## src/hdl/phu_pkg.sv

```systemverilog
// Shared types, character codes and keyword tables for the property header parser.
// Used by phu_parse_core, phu_result_fifo and property_header_parser_unit.
`default_nettype none

package phu_pkg;

    // Event codes of a result word.
    localparam logic [2:0] EV_RESOURCE = 3'd0;
    localparam logic [2:0] EV_STATUS   = 3'd1;
    localparam logic [2:0] EV_OPTION   = 3'd2;
    localparam logic [2:0] EV_END      = 3'd3;
    localparam logic [2:0] EV_ERROR    = 3'd4;

    // Characters with a role in the header syntax.
    localparam logic [7:0] CH_RBRACE = 8'h7D;
    localparam logic [7:0] CH_COMMA  = 8'h2C;
    localparam logic [7:0] CH_QUOTE  = 8'h22;
    localparam logic [7:0] CH_COLON  = 8'h3A;
    localparam logic [7:0] CH_ZERO   = 8'h30;
    localparam logic [7:0] CH_NINE   = 8'h39;

    localparam int NUM_RES = 5;
    localparam int NUM_OPT = 4;

    // Result queue geometry.
    localparam int FIFO_DEPTH = 4;
    localparam int FIFO_PTR_W = 2;
    localparam int FIFO_CNT_W = 3;

    typedef struct packed {
        logic [2:0]  event_res;
        logic [2:0]  resource_id;
        logic [15:0] status_value;
        logic [1:0]  option_id;
        logic [11:0] value_offset;
        logic [11:0] value_length;
        logic        run_last;
    } res_t;

    // Results produced by one byte: first holds the earlier word.
    typedef struct packed {
        logic [1:0] count;
        res_t       first;
        res_t       second;
    } push_t;

    // Strings are stored left aligned in 16 characters.
    function automatic logic [127:0] kw_str(input logic is_opt, input logic [2:0] k);
        logic [127:0] s;
        s = '0;
        if (is_opt) begin
            case (k)
                3'd0:    s = {"limit", 88'h0};
                3'd1:    s = {"offset", 80'h0};
                3'd2:    s = {"id", 112'h0};
                3'd3:    s = {"encoding", 64'h0};
                default: s = '0;
            endcase
        end else begin
            case (k)
                3'd0:    s = {"ResourceList", 32'h0};
                3'd1:    s = {"DeviceInfo", 48'h0};
                3'd2:    s = {"ChannelList", 40'h0};
                3'd3:    s = {"ChCtrlList", 48'h0};
                3'd4:    s = {"ProgramList", 40'h0};
                default: s = '0;
            endcase
        end
        return s;
    endfunction

    function automatic logic [3:0] kw_len(input logic is_opt, input logic [2:0] k);
        logic [3:0] n;
        n = 4'd0;
        if (is_opt) begin
            case (k)
                3'd0:    n = 4'd5;
                3'd1:    n = 4'd6;
                3'd2:    n = 4'd2;
                3'd3:    n = 4'd8;
                default: n = 4'd0;
            endcase
        end else begin
            case (k)
                3'd0:    n = 4'd12;
                3'd1:    n = 4'd10;
                3'd2:    n = 4'd11;
                3'd3:    n = 4'd10;
                3'd4:    n = 4'd11;
                default: n = 4'd0;
            endcase
        end
        return n;
    endfunction

    function automatic logic [7:0] str_char(input logic [127:0] s, input logic [3:0] pos);
        logic [6:0] base;
        base = 7'd120 - {pos, 3'b000};
        return s[base +: 8];
    endfunction

    function automatic logic [7:0] kw_char(input logic is_opt, input logic [2:0] k,
                                           input logic [3:0] pos);
        return str_char(kw_str(is_opt, k), pos);
    endfunction

    // First-line prefix: mode 0 is the resource line, mode 1 the status line.
    function automatic logic [7:0] prefix_char(input logic mode, input logic [3:0] pos);
        logic [127:0] s;
        s = mode ? {"{\"status\":", 48'h0} : {"{\"resource\":\"", 24'h0};
        return str_char(s, pos);
    endfunction

    function automatic logic [3:0] prefix_len(input logic mode);
        return mode ? 4'd10 : 4'd13;
    endfunction

endpackage

`default_nettype wire

```

## src/hdl/phu_channels.sv

```systemverilog
// Handshake channels of the property header parser: header bytes in, result words out.
// Standalone; no package needed.
`default_nettype none

interface phu_byte_if;
    logic       valid;
    logic       ready;
    logic [7:0] header_byte;
    logic       last_byte;

    modport source (output valid, header_byte, last_byte, input ready);
    modport sink (input valid, header_byte, last_byte, output ready);
endinterface

interface phu_res_if;
    logic        valid;
    logic        ready;
    logic [2:0]  event_res;
    logic [2:0]  resource_id;
    logic [15:0] status_value;
    logic [1:0]  option_id;
    logic [11:0] value_offset;
    logic [11:0] value_length;
    logic        run_last;

    modport source (output valid, event_res, resource_id, status_value, option_id,
                    value_offset, value_length, run_last, input ready);
    modport sink (input valid, event_res, resource_id, status_value, option_id,
                  value_offset, value_length, run_last, output ready);
endinterface

`default_nettype wire

```

## src/hdl/property_header_parser_unit.sv

```systemverilog
// Property header parser: streams header text bytes and reports resource, status,
// option, end-of-header and error words. Uses phu_pkg, phu_channels,
// phu_parse_core and phu_result_fifo.
//
// Usage: header bytes enter on hdr_ch with last_byte marking the final byte of a
// header. Result words leave on res_ch; run_last marks the last word a byte caused.
// cfg_wr_en writes cfg_wr_data into the header mode bit (0 resource line, 1 status
// line); write it only while the parser is idle.
// Throughput: one byte per cycle. Each byte is decoded in the cycle it is accepted
// and its words sit in a four-word result queue from the next cycle on. A byte that
// causes two words presents them on the output one after the other; hdr_ch.ready
// drops only when the queue cannot hold two more words.
// Reset clears the header mode to the resource line, empties the queue and puts
// the parser at the start of the first line. When the receiver stalls, words
// wait in the queue and input continues until it is nearly full.
// The first byte at or past MAX_HEADER_BYTES in one header gives an error word.
`default_nettype none

module property_header_parser_unit import phu_pkg::*; #(
    parameter int MAX_HEADER_BYTES = 4096
) (
    input  wire logic       clk,
    input  wire logic       rst_n,
    input  wire logic       cfg_wr_en,
    input  wire logic [0:0] cfg_wr_data,
    phu_byte_if.sink        hdr_ch,
    phu_res_if.source       res_ch
);

    logic  header_mode_reg;
    logic  step;
    logic  pop;
    logic  head_valid;
    logic  room_for_two;
    push_t push;
    res_t  head;

    always_ff @(posedge clk or negedge rst_n)
    begin
        if (!rst_n)
            header_mode_reg <= 1'b0;
        else if (cfg_wr_en)
            header_mode_reg <= cfg_wr_data[0];
    end

    assign hdr_ch.ready = room_for_two;
    assign step = hdr_ch.valid && room_for_two;
    assign pop = head_valid && res_ch.ready;

    phu_parse_core #(
        .MAX_HEADER_BYTES(MAX_HEADER_BYTES)
    ) u_core (
        .clk         (clk),
        .rst_n       (rst_n),
        .header_mode (header_mode_reg),
        .step        (step),
        .header_byte (hdr_ch.header_byte),
        .last_byte   (hdr_ch.last_byte),
        .push        (push)
    );

    phu_result_fifo u_fifo (
        .clk          (clk),
        .rst_n        (rst_n),
        .push         (push),
        .pop          (pop),
        .head_valid   (head_valid),
        .head         (head),
        .room_for_two (room_for_two)
    );

    assign res_ch.valid        = head_valid;
    assign res_ch.event_res    = head.event_res;
    assign res_ch.resource_id  = head.resource_id;
    assign res_ch.status_value = head.status_value;
    assign res_ch.option_id    = head.option_id;
    assign res_ch.value_offset = head.value_offset;
    assign res_ch.value_length = head.value_length;
    assign res_ch.run_last     = head.run_last;

endmodule

`default_nettype wire

```

## src/hdl/phu_parse_core.sv

```systemverilog
// Parser state and per-byte decode: one accepted byte updates the state and
// yields up to two result words. Depends on phu_pkg.
`default_nettype none

module phu_parse_core import phu_pkg::*; #(
    parameter int MAX_HEADER_BYTES = 4096
) (
    input  wire logic       clk,
    input  wire logic       rst_n,
    input  wire logic       header_mode,
    input  wire logic       step,
    input  wire logic [7:0] header_byte,
    input  wire logic       last_byte,
    output push_t           push
);

    localparam int IDX_W = $clog2(MAX_HEADER_BYTES + 1);
    localparam logic [IDX_W-1:0] IDX_LIMIT = IDX_W'(MAX_HEADER_BYTES);

    localparam logic [3:0] PH_PREFIX = 4'd0;
    localparam logic [3:0] PH_RNAME  = 4'd1;
    localparam logic [3:0] PH_SDIGIT = 4'd2;
    localparam logic [3:0] PH_OPT    = 4'd3;
    localparam logic [3:0] PH_OQUOTE = 4'd4;
    localparam logic [3:0] PH_ONAME  = 4'd5;
    localparam logic [3:0] PH_OCOLON = 4'd6;
    localparam logic [3:0] PH_VFIRST = 4'd7;
    localparam logic [3:0] PH_VALUE  = 4'd8;
    localparam logic [3:0] PH_IDLE   = 4'd9;

    logic [3:0]       phase_reg, phase_next;
    logic [3:0]       pos_reg, pos_next;
    logic [4:0]       mask_reg, mask_next;
    logic [15:0]      acc_reg, acc_next;
    logic [IDX_W-1:0] idx_reg, idx_next;
    logic [11:0]      vstart_reg, vstart_next;
    logic [11:0]      vcount_reg, vcount_next;
    logic [1:0]       opt_reg, opt_next;

    // Keyword matcher over the resource or option table.
    logic       kw_is_opt;
    logic [4:0] kw_keep, kw_hit;
    logic [2:0] hit_idx;

    always_comb
    begin
        kw_is_opt = (phase_reg == PH_ONAME);
        kw_keep = '0;
        kw_hit = '0;
        hit_idx = '0;
        for (int k = 0; k < NUM_RES; k++)
        begin
            if (mask_reg[k])
            begin
                if (pos_reg < kw_len(kw_is_opt, 3'(k)))
                    kw_keep[k] = (kw_char(kw_is_opt, 3'(k), pos_reg) == header_byte);
                else
                    kw_hit[k] = (pos_reg == kw_len(kw_is_opt, 3'(k)))
                                && (header_byte == CH_QUOTE);
            end
        end
        for (int k = NUM_RES - 1; k >= 0; k--)
        begin
            if (kw_hit[k])
                hit_idx = 3'(k);
        end
    end

    logic        is_close, is_comma, is_quote, is_digit;
    logic [19:0] acc_prod;
    logic [15:0] acc_sat;

    assign is_close = (header_byte == CH_RBRACE);
    assign is_comma = (header_byte == CH_COMMA);
    assign is_quote = (header_byte == CH_QUOTE);
    assign is_digit = (header_byte >= CH_ZERO) && (header_byte <= CH_NINE);
    assign acc_prod = 20'(acc_reg) * 20'd10 + 20'(4'(header_byte - CH_ZERO));
    assign acc_sat  = (acc_prod > 20'd65535) ? 16'hFFFF : acc_prod[15:0];

    logic        prim_v, is_end, is_err, fail, go_value, go_opt;
    logic [2:0]  prim_ev, prim_rid;
    logic [15:0] prim_st;
    logic [1:0]  prim_oid;
    logic [11:0] prim_off, prim_len, val_start, val_cnt;
    res_t        prim_res, term_res;

    always_comb
    begin
        phase_next  = phase_reg;
        pos_next    = pos_reg;
        mask_next   = mask_reg;
        acc_next    = acc_reg;
        idx_next    = idx_reg;
        vstart_next = vstart_reg;
        vcount_next = vcount_reg;
        opt_next    = opt_reg;
        prim_v   = 1'b0;
        prim_ev  = EV_RESOURCE;
        prim_rid = '0;
        prim_st  = '0;
        prim_oid = '0;
        prim_off = '0;
        prim_len = '0;
        is_end   = 1'b0;
        is_err   = 1'b0;
        fail     = 1'b0;
        go_value = 1'b0;
        go_opt   = 1'b0;
        val_start = vstart_reg;
        val_cnt   = vcount_reg;

        if (step && phase_reg != PH_IDLE)
        begin
            if (idx_reg >= IDX_LIMIT)
                fail = 1'b1;
            else
            begin
                idx_next = idx_reg + IDX_W'(1);
                case (phase_reg)
                    PH_PREFIX:
                    begin
                        if (pos_reg >= prefix_len(header_mode)
                            || prefix_char(header_mode, pos_reg) != header_byte)
                            fail = 1'b1;
                        else if (pos_reg + 4'd1 == prefix_len(header_mode))
                        begin
                            phase_next = header_mode ? PH_SDIGIT : PH_RNAME;
                            pos_next = '0;
                            mask_next = 5'h1F;
                            acc_next = '0;
                        end
                        else
                            pos_next = pos_reg + 4'd1;
                    end
                    PH_RNAME, PH_ONAME:
                    begin
                        if (kw_hit != '0)
                        begin
                            if (phase_reg == PH_ONAME)
                            begin
                                opt_next = hit_idx[1:0];
                                phase_next = PH_OCOLON;
                            end
                            else if (last_byte)
                                fail = 1'b1;
                            else
                            begin
                                prim_v = 1'b1;
                                prim_ev = EV_RESOURCE;
                                prim_rid = hit_idx;
                                phase_next = PH_OPT;
                            end
                        end
                        else if (kw_keep == '0)
                            fail = 1'b1;
                        else
                        begin
                            mask_next = kw_keep;
                            pos_next = pos_reg + 4'd1;
                        end
                    end
                    PH_SDIGIT:
                    begin
                        if (is_close || is_comma)
                        begin
                            if (acc_reg == '0)
                                fail = 1'b1;
                            else
                            begin
                                prim_v = 1'b1;
                                prim_ev = EV_STATUS;
                                prim_st = acc_reg;
                                phase_next = PH_OPT;
                                go_opt = 1'b1;
                            end
                        end
                        else if (is_digit)
                            acc_next = acc_sat;
                        else
                            fail = 1'b1;
                    end
                    PH_OPT:
                        go_opt = 1'b1;
                    PH_OQUOTE:
                    begin
                        if (is_quote)
                        begin
                            phase_next = PH_ONAME;
                            pos_next = '0;
                            mask_next = 5'h0F;
                        end
                        else
                            fail = 1'b1;
                    end
                    PH_OCOLON:
                    begin
                        if (header_byte == CH_COLON)
                            phase_next = PH_VFIRST;
                        else
                            fail = 1'b1;
                    end
                    PH_VFIRST:
                    begin
                        vcount_next = '0;
                        phase_next = PH_VALUE;
                        if (is_quote)
                            vstart_next = 12'(idx_reg + IDX_W'(1));
                        else
                        begin
                            // An unquoted value starts on this very byte.
                            vstart_next = 12'(idx_reg);
                            val_start = 12'(idx_reg);
                            val_cnt = '0;
                            go_value = 1'b1;
                        end
                    end
                    PH_VALUE:
                        go_value = 1'b1;
                    default:
                        fail = 1'b1;
                endcase

                if (go_value)
                begin
                    if (is_close || is_comma || is_quote)
                    begin
                        prim_v = 1'b1;
                        prim_ev = EV_OPTION;
                        prim_oid = opt_reg;
                        prim_off = val_start;
                        prim_len = val_cnt;
                        phase_next = PH_OPT;
                        // A closing quote is consumed; a brace ends the header and a comma opens the next item.
                        go_opt = !is_quote;
                    end
                    else
                        vcount_next = val_cnt + 12'd1;
                end

                if (go_opt)
                begin
                    if (is_close)
                        is_end = 1'b1;
                    else if (is_comma)
                        phase_next = PH_OQUOTE;
                    else
                        fail = 1'b1;
                end
            end

            is_err = fail || (!is_end && last_byte);
            if ((is_end || is_err) && !last_byte)
                phase_next = PH_IDLE;
        end

        // The last-marked byte always returns the parser to the first line.
        if (step && last_byte && (phase_reg == PH_IDLE || is_end || is_err))
        begin
            phase_next  = PH_PREFIX;
            pos_next    = '0;
            mask_next   = 5'h1F;
            acc_next    = '0;
            idx_next    = '0;
            vstart_next = '0;
            vcount_next = '0;
            opt_next    = '0;
        end
    end

    always_comb
    begin
        prim_res.event_res    = prim_ev;
        prim_res.resource_id  = prim_rid;
        prim_res.status_value = prim_st;
        prim_res.option_id    = prim_oid;
        prim_res.value_offset = prim_off;
        prim_res.value_length = prim_len;
        prim_res.run_last     = !(is_end || is_err);
        term_res = '0;
        term_res.event_res = is_end ? EV_END : EV_ERROR;
        term_res.run_last  = 1'b1;

        push.count  = {1'b0, prim_v} + {1'b0, is_end || is_err};
        push.first  = prim_v ? prim_res : term_res;
        push.second = term_res;
    end

    always_ff @(posedge clk or negedge rst_n)
    begin
        if (!rst_n)
        begin
            phase_reg  <= PH_PREFIX;
            pos_reg    <= '0;
            mask_reg   <= 5'h1F;
            acc_reg    <= '0;
            idx_reg    <= '0;
            vstart_reg <= '0;
            vcount_reg <= '0;
            opt_reg    <= '0;
        end
        else
        begin
            phase_reg  <= phase_next;
            pos_reg    <= pos_next;
            mask_reg   <= mask_next;
            acc_reg    <= acc_next;
            idx_reg    <= idx_next;
            vstart_reg <= vstart_next;
            vcount_reg <= vcount_next;
            opt_reg    <= opt_next;
        end
    end

    a_two_words_end_in_term: assert property (@(posedge clk) disable iff (!rst_n)
        push.count == 2'd2 |->
            (push.second.event_res == EV_END || push.second.event_res == EV_ERROR))
        else $error("second word of a byte is not end or error");

    a_term_goes_idle: assert property (@(posedge clk) disable iff (!rst_n)
        (step && !last_byte && (is_end || is_err)) |=> phase_reg == PH_IDLE)
        else $error("parser did not go idle after end or error");

endmodule

`default_nettype wire

```

## src/hdl/phu_result_fifo.sv

```systemverilog
// Four-word result queue that takes up to two words per cycle and returns one.
// Depends on phu_pkg.
`default_nettype none

module phu_result_fifo import phu_pkg::*; (
    input  wire logic clk,
    input  wire logic rst_n,
    input  push_t     push,
    input  wire logic pop,
    output logic      head_valid,
    output res_t      head,
    output logic      room_for_two
);

    res_t                  mem [FIFO_DEPTH];
    logic [FIFO_PTR_W-1:0] wr_ptr_reg, wr_ptr_next;
    logic [FIFO_PTR_W-1:0] rd_ptr_reg, rd_ptr_next;
    logic [FIFO_CNT_W-1:0] cnt_reg, cnt_next;

    assign head_valid   = (cnt_reg != '0);
    assign head         = mem[rd_ptr_reg];
    assign room_for_two = (cnt_reg <= FIFO_CNT_W'(FIFO_DEPTH - 2));

    always_comb
    begin
        wr_ptr_next = wr_ptr_reg + FIFO_PTR_W'(push.count);
        rd_ptr_next = rd_ptr_reg + FIFO_PTR_W'(pop);
        cnt_next = cnt_reg + FIFO_CNT_W'(push.count) - FIFO_CNT_W'(pop);
    end

    always_ff @(posedge clk)
    begin
        if (push.count != 2'd0)
            mem[wr_ptr_reg] <= push.first;
        if (push.count == 2'd2)
            mem[wr_ptr_reg + FIFO_PTR_W'(1)] <= push.second;
    end

    always_ff @(posedge clk or negedge rst_n)
    begin
        if (!rst_n)
        begin
            wr_ptr_reg <= '0;
            rd_ptr_reg <= '0;
            cnt_reg    <= '0;
        end
        else
        begin
            wr_ptr_reg <= wr_ptr_next;
            rd_ptr_reg <= rd_ptr_next;
            cnt_reg    <= cnt_next;
        end
    end

    a_no_overflow: assert property (@(posedge clk) disable iff (!rst_n)
        4'(cnt_reg) + 4'(push.count) <= 4'(FIFO_DEPTH) + 4'(pop))
        else $error("result queue overflow");

    a_no_underflow: assert property (@(posedge clk) disable iff (!rst_n)
        pop |-> cnt_reg != '0)
        else $error("result queue read while empty");

    a_count_bound: assert property (@(posedge clk) disable iff (!rst_n)
        cnt_reg <= FIFO_CNT_W'(FIFO_DEPTH))
        else $error("result queue count out of range");

endmodule

`default_nettype wire
```

## src/flat_wrapper.sv

```systemverilog
// flat-port wrapper written by rule: the top's interface ports become plain ports
module property_header_parser_unit_flat import phu_pkg::*;
#(
    parameter int MAX_HEADER_BYTES = 4096
)
  (clk, rst_n, cfg_wr_en, cfg_wr_data, hdr_ch_valid, hdr_ch_header_byte, hdr_ch_last_byte, hdr_ch_ready, res_ch_valid, res_ch_event_res, res_ch_resource_id, res_ch_status_value, res_ch_option_id, res_ch_value_offset, res_ch_value_length, res_ch_run_last, res_ch_ready);
  phu_byte_if hdr_ch_i ();
  phu_res_if res_ch_i ();
  input  wire logic clk;
  input  wire logic rst_n;
  input  wire logic cfg_wr_en;
  input  wire logic [0:0] cfg_wr_data;
  input wire logic [$bits(hdr_ch_i.valid)-1:0] hdr_ch_valid;
  input wire logic [$bits(hdr_ch_i.header_byte)-1:0] hdr_ch_header_byte;
  input wire logic [$bits(hdr_ch_i.last_byte)-1:0] hdr_ch_last_byte;
  output wire logic [$bits(hdr_ch_i.ready)-1:0] hdr_ch_ready;
  output wire logic [$bits(res_ch_i.valid)-1:0] res_ch_valid;
  output wire logic [$bits(res_ch_i.event_res)-1:0] res_ch_event_res;
  output wire logic [$bits(res_ch_i.resource_id)-1:0] res_ch_resource_id;
  output wire logic [$bits(res_ch_i.status_value)-1:0] res_ch_status_value;
  output wire logic [$bits(res_ch_i.option_id)-1:0] res_ch_option_id;
  output wire logic [$bits(res_ch_i.value_offset)-1:0] res_ch_value_offset;
  output wire logic [$bits(res_ch_i.value_length)-1:0] res_ch_value_length;
  output wire logic [$bits(res_ch_i.run_last)-1:0] res_ch_run_last;
  input wire logic [$bits(res_ch_i.ready)-1:0] res_ch_ready;
  assign hdr_ch_i.valid = hdr_ch_valid;
  assign hdr_ch_i.header_byte = hdr_ch_header_byte;
  assign hdr_ch_i.last_byte = hdr_ch_last_byte;
  assign hdr_ch_ready = hdr_ch_i.ready;
  assign res_ch_valid = res_ch_i.valid;
  assign res_ch_event_res = res_ch_i.event_res;
  assign res_ch_resource_id = res_ch_i.resource_id;
  assign res_ch_status_value = res_ch_i.status_value;
  assign res_ch_option_id = res_ch_i.option_id;
  assign res_ch_value_offset = res_ch_i.value_offset;
  assign res_ch_value_length = res_ch_i.value_length;
  assign res_ch_run_last = res_ch_i.run_last;
  assign res_ch_i.ready = res_ch_ready;
  property_header_parser_unit #(.MAX_HEADER_BYTES(MAX_HEADER_BYTES)) u_core (.clk(clk), .rst_n(rst_n), .cfg_wr_en(cfg_wr_en), .cfg_wr_data(cfg_wr_data), .hdr_ch(hdr_ch_i), .res_ch(res_ch_i));
endmodule
```

## config.mk

```make
export PLATFORM = sky130hd
export DESIGN_NAME = property_header_parser_unit_flat
export DESIGN_NICKNAME = d
export VERILOG_FILES = /design/src/hdl/phu_pkg.sv /design/src/hdl/phu_channels.sv /design/src/hdl/property_header_parser_unit.sv /design/src/hdl/phu_parse_core.sv /design/src/hdl/phu_result_fifo.sv /design/src/flat_wrapper.sv
export SDC_FILE = /design/constraint.sdc
export NUM_CORES = 1
export LEC_CHECK = 0
export BUFFER_PORTS_ARGS = -buffer_cell sky130_fd_sc_hd__clkbuf_2
export CAP_MARGIN = 0
export CORE_MARGIN = 1
export CORE_UTILIZATION = 41
export CTS_BUF_LIST = sky130_fd_sc_hd__clkbuf_8
export DETAILED_ROUTE_END_ITERATION = 12
export SLEW_MARGIN = 20
export SYNTH_ARGS = -nofsm -noshare
export SYNTH_HDL_FRONTEND = slang
export SYNTH_SLANG_ARGS = --single-unit
export TNS_END_PERCENT = 1
```

## constraint.sdc

```tcl
create_clock -name clk -period 4.4 [get_ports clk]
set_input_delay 0.44 -clock clk [delete_from_list [all_inputs] [get_ports clk]]
set_output_delay 0.44 -clock clk [all_outputs]
set_load 0.05 [all_outputs]
```

# --- Yosys cells after proc, flatten, opt, wreduce, memory -nomap -nowiden ---
# Memories as Yosys holds them, arrays and structs flattened.
# Index checks and enable logic that the tools add are counted.
word_totals:
  ff_bits: 76
  latch_bits: 0
  mem_bits_rw: 196
  rom_bits: 0
  input_bits: 15
  output_inout_bits: 51
  wordCells: 337
  n_memories: 1
mem_list:
  columns: ["name", "depth", "width", "rd", "rd_clocked_by_memory_dff", "write_ports", "line_no", "text"]
  rows:
  - ["u_core.u_fifo.mem", 4, 49, 1, 0, 2, "phu_result_fifo.sv:15", "res_t mem [FIFO_DEPTH];"]
classes:
  add_sub_neg: 12
  multipliers: 1
  n_div: 0
  order_cmp: 11
  eq_ne: 36
  shifts: 6
  mux: 211
  n_bitwise: 0
  n_reduce_logical: 47
op_table:
  columns: ["op", "count"]
  rows:
  - ["$mux 128", 10]
  - ["$shiftx 128x8->8", 6]
  - ["$mux 126", 4]
  - ["$mux 12", 25]
  - ["$mux 16", 13]
  - ["$mux 4", 45]
  - ["$mux 127", 1]
  - ["$mux 105", 1]
  - ["$mux 1", 63]
  - ["$mux 3", 17]
  - ["$mux 49", 1]
  - ["$eq 8x8->1", 5]
  - ["$mux 5", 8]
  - ["$mux 13", 3]
  - ["$pmux 16 s2", 1]
  - ["$eq 4x4->1", 6]
  - ["$eq 8x6->1 const B", 3]
  - ["$mux 2", 12]
  - ["$pmux 4 s6", 1]
  - ["$ne 3x3->1 const B", 7]
  - ["$add 20x4->20", 1]
  - ["$gt 20x16->1 const B", 1]
  - ["$lt 4x4->1", 5]
  - ["$mul 16x3->19 const B", 1]
  - ["other kinds (47)", 84]

# --- Longest topological paths before layout ---
depth:
  word_depth: 26
  mapped_depth: 22
  depth_no_buf: 18

# --- By module ---
# From an unflattened synthesis, not the netlist that was laid out.
unflattened:
  cells_unflattened: 1634
  hier_area_um2: 18639.1
modules_own_cells:
  columns: ["mod", "instances", "cells_per_inst", "area_each_um2", "seq_area_each_um2"]
  rows:
  - ["phu_result_fifo", 1, 513, 9877.0, 6060.8]
  - ["phu_parse_core", 1, 1117, 8709.6, 1707.9]
  - ["property_header_parser_unit", 1, 4, 52.6, 25.0]

# --- Least setup slack after synthesis ---
# OpenSTA, ideal clock, no wires.
synth_path:
  path_kind: "reg2reg"
  start: "register u_core.u_core.phase_reg[1]"
  end: "memory u_core.u_fifo.mem[0][13] (netlist bit)"
  setup_ps: 117
  arrival_ps: 4693
  t_required_ps: 4283
  setup_slack_ps: -410
  path_stages_with_launch: 21
  n_path_buf: 5
  period_less_slack_ps: 4810
  cell_sequence: "dfrtp_1 -> clkbuf_1 -> nand4bb_1 -> buf_1 -> ha_1 -> clkbuf_1 -> nor4bb_1 -> a311oi_1 -> xnor2_1 -> a2111oi_0 -> a31oi_1 -> nand3_1 -> or2_1 -> a32oi_1 -> nand2b_1 -> ha_1 -> or3_1 -> and2_1 -> clkbuf_1 -> clkbuf_1 -> a22o_1"
synth_lines:
  columns: ["item", "line_no", "text"]
  rows:
  - ["start: declaration", "phu_parse_core.sv:31", "logic [3:0] phase_reg, phase_next;"]
  - ["start signal: assignment", "phu_parse_core.sv:303", "phase_reg <= phase_next;"]
  - ["end: declaration", "phu_result_fifo.sv:15", null]

==> impl_metrics.ini <==
[route]
drc = 2
drtIter0Drc = 1130
ant_nets = 0
drt-pass1-iter-count = 9
vias_per_cell = 5.97
vias = 13797
finalWirelength_um = 47800
routedWlPerCell_um = 20.7

[layout]
finalInstanceArea_um2 = 19000
largest_reg_flops = 196
fill_cells = 3491
multi_input_comb_area_um2 = 9230
fin_nets = 1854
antenna_cells = 0
final_util_pct = 50.7
synthToLayoutAreaGrowth_pct = 21.9
seqCellArea_um2 = 5960
layout-drive-gt1-share_pct = 25.2

[setup_path]
r2r_cells = 20
r2r-start = u_core.u_core.phase_reg[3]
worst-setup-path-type = reg -> reg
reg2reg_slack_ns = -0.02
start_kind = flop
crit_arrival_ns = 4.86
rr_endpoint = u_core.u_fifo.mem[0][9]
startpoint = u_core.u_core.phase_reg[3]
required_ns = 4.84
crit_fanout = 24
crit_path_end_kind = flop

[clock_network]
clock-root-buffer = clkbuf_8
cts.sinks = 272
path_clk_slew_ns = 0.06
worstSkewPairLatency_ns = 0.55
h-tree-depth = 2
cts_tree = yes
numCtsBuffers = 46
clk_path_buf_depth = 3

[place]
portBuffers = 65
placed_area_um2 = 17600
gp_routability_congestion = 0.958
dp_hpwl_um = 33300

[sta]
finalSetupViolCount = 24
rsz0062_at_grt = yes
worstMarginPinSlew_ns = 0.933
relSlewSlack_pct = 37.6
finClkSkew_ns = 0.0165
fmax_mhz = 226
fin_crit_ns = 4.42
slew_viol_final = 0
final.period_utilization_pct = 101
timing_hold_violations_final = 0
setup_slack_ns = -0.0232

[synth]
ys_ff_latch = 272
synth_edf_count = 12
avgSynthCellArea_um2 = 9.85
netlist_instances = 1585
synth-seq-area-share_pct = 38.1
syn_nets = 1674
synthArstFlopShare_pct = 27.9
ys_types = 94
yosys_most_used_dff = dfxtp_1
yosys_warnings = 0
synth_area_um2 = 15600

[power_and_ir_drop]
cellLeakagePower_nw = 8.01
power_mw = 9.72
vdd_drop_max_mv = 0.258
p_per_area_nw_per_um2 = 511

[worst_hold_path]
min_path_type = in -> reg
hold_path_end = u_core.header_mode_reg
min_from = cfg_wr_en
hold_depth = 2

[die]
core-area_um2 = 37600
fp.dieH_um = 197
initial_core_util_pct = 41.6
rows = 71
ios = 66
die-area_um2 = 38900
die_w_um = 197

[grt]
grt_start_max_net_pins = 69
grt_pass1_wl_um = 76100
grt_pass1_vias = 13445
grt_use_total_pct = 24.6
grt_remaining_overflow = 0
antenna_found_initial = 0

[outcome]
violations = DRC, setup timing
status = finished with violations

[job]
maxCapViolCount = 0
## cells in the final DEF, fill, tap and decap left out, drive strengths merged, types with 7 or more instances in the layout
master,Yosys,routed
a21boi,7,7
a21o,8,8
a21oi,68,68
a221o,18,18
a22o,108,108
a31oi,13,13
a32o,67,67
and2,14,14
and3,28,28
buf,44,191
clkbuf,81,129
dfrtp,71,71
dfxtp,184,184
edfxtp,12,12
ha,71,71
inv,33,44
mux2i,17,17
mux4,49,49
nand2,152,152
nand2b,27,27
nand3,37,37
nand3b,8,8
nor2,69,69
nor2b,22,22
nor3,24,24
nor4,7,7
o211ai,9,9
o21a,7,7
o21ai,94,94
o22ai,8,8
o31ai,17,17
or2,8,8
or3,7,7
or4,10,10
xnor2,48,48
xor2,20,20
## worst max-delay path by stage
stage | to | slack, ns
3_3_place_gp | u_core.u_fifo.mem[1][47] | -0.27
3_5_place_dp | u_core.u_fifo.mem[1][7] | -0.44
2_1_floorplan | u_core.u_fifo.mem[2][10] | -0.06
4_1_cts | u_core.u_fifo.mem[3][3] | 0.006
5_1_grt | u_core.u_fifo.mem[3][0] | -0.17
6_report | u_core.u_fifo.mem[0][9] | -0.02
## per-stage QoR
stage / setup WS, ns / hold slack [ns] / setup TNS, ns / std cells
5_1_grt: -0.171 / 0.0985 / -9.95 / 2311
4_1_cts: 0.00605 / 0.0785 / 0 / 2302
2_1_floorplan: -0.0597 / 0.144 / -2.80 / 1585
3_3_place_gp: -0.266 / 0.429 / -33.98 / 2215
3_5_place_dp: -0.442 / 0.445 / -44.34 / 2215
6_report: -0.0232 / 0.0959 / -0.261 / 2311
## power breakdown
| part | total [mW] | internal [mW] | switching (mW) |
|---|---|---|---|
| Sequential | 2.91 | 2.64 | 0.265 |
| Combinational | 4.38 | 1.93 | 2.45 |
| Clock | 2.44 | 1.41 | 1.03 |
## logic make-up (layout without fill, tap and decap cells)
logic type	count (synthesis)	after routing	share of synthesized area, %
buffers and inverters	159	374	4.49
multiplexers	72	72	8.61
adder cells (fa/ha/maj)	74	74	6.07
XOR/XNOR	68	68	3.81
AND/OR/NAND/NOR	443	443	14.7
AO/OA/AOI/OAI	497	497	24.2
flip-flops	272	272	38.1
## cell type report
| cell class | count | area share, % |
|---|---|---|
| Sequential cell | 272 | 31.3 |
| Multi-Input combinational cell | 1154 | 48.5 |
| Tap cell | 511 | 3.36 |
| Inverter | 34 | 0.716 |
| Clock buffer | 64 | 4.63 |
| Clock inverter | 19 | 0.710 |
| Timing Repair Buffer | 257 | 10.8 |
## cell usage after synthesis (32+ instances only)
master,instances,share of area (%)
nand2_1,151,3.6
nand3_1,36,1.2
inv_1,32,0.77
mux4_2,49,7.1
clkbuf_1,81,1.9
o21ai_0,83,2.7
ha_1,71,5.7
xnor2_1,48,2.7
a22o_1,108,6.1
a21oi_1,68,2.2
nor2_1,69,1.7
dfxtp_1,184,24
dfrtp_1,71,11
a32o_1,67,4.3
## critical path, cell delays in order (launching register included)
cell,delay (ns)
dfrtp_1,0.39
nand4bb_1,0.22
buf_6,0.18
ha_2,0.21
buf_4,0.16
mux2_2,0.27
a32oi_2,0.17
and3_1,0.18
nor4_1,0.06
and4_1,0.20
a32o_2,0.24
or2_4,0.25
a32oi_4,0.24
nand2b_1,0.14
ha_4,0.20
buf_4,0.13
buf_4,0.13
or3_4,0.32
and2_4,0.19
buf_12,0.17
a22o_1,0.24
## layer usage
layer  vias up  wire length (µm)  track usage [%]
met3        69              2480             3.14
met2       444             22900             40.7
met5         -                 0                0
li1       6420                 -                -
met4         0               877             6.20
met1      6864             21600             34.0
## what timing repair did
item                                    CTS  global route
cloned                                    1             1
endpoints found under the hold margin    43             0
setup buffers                             2             7
pin swaps                                 5            20
resized for setup                        25            44
hold buffers                              1             0
endpoints found under the setup margin  210           208
Note: power is estimated with default switching activity, not from simulation.
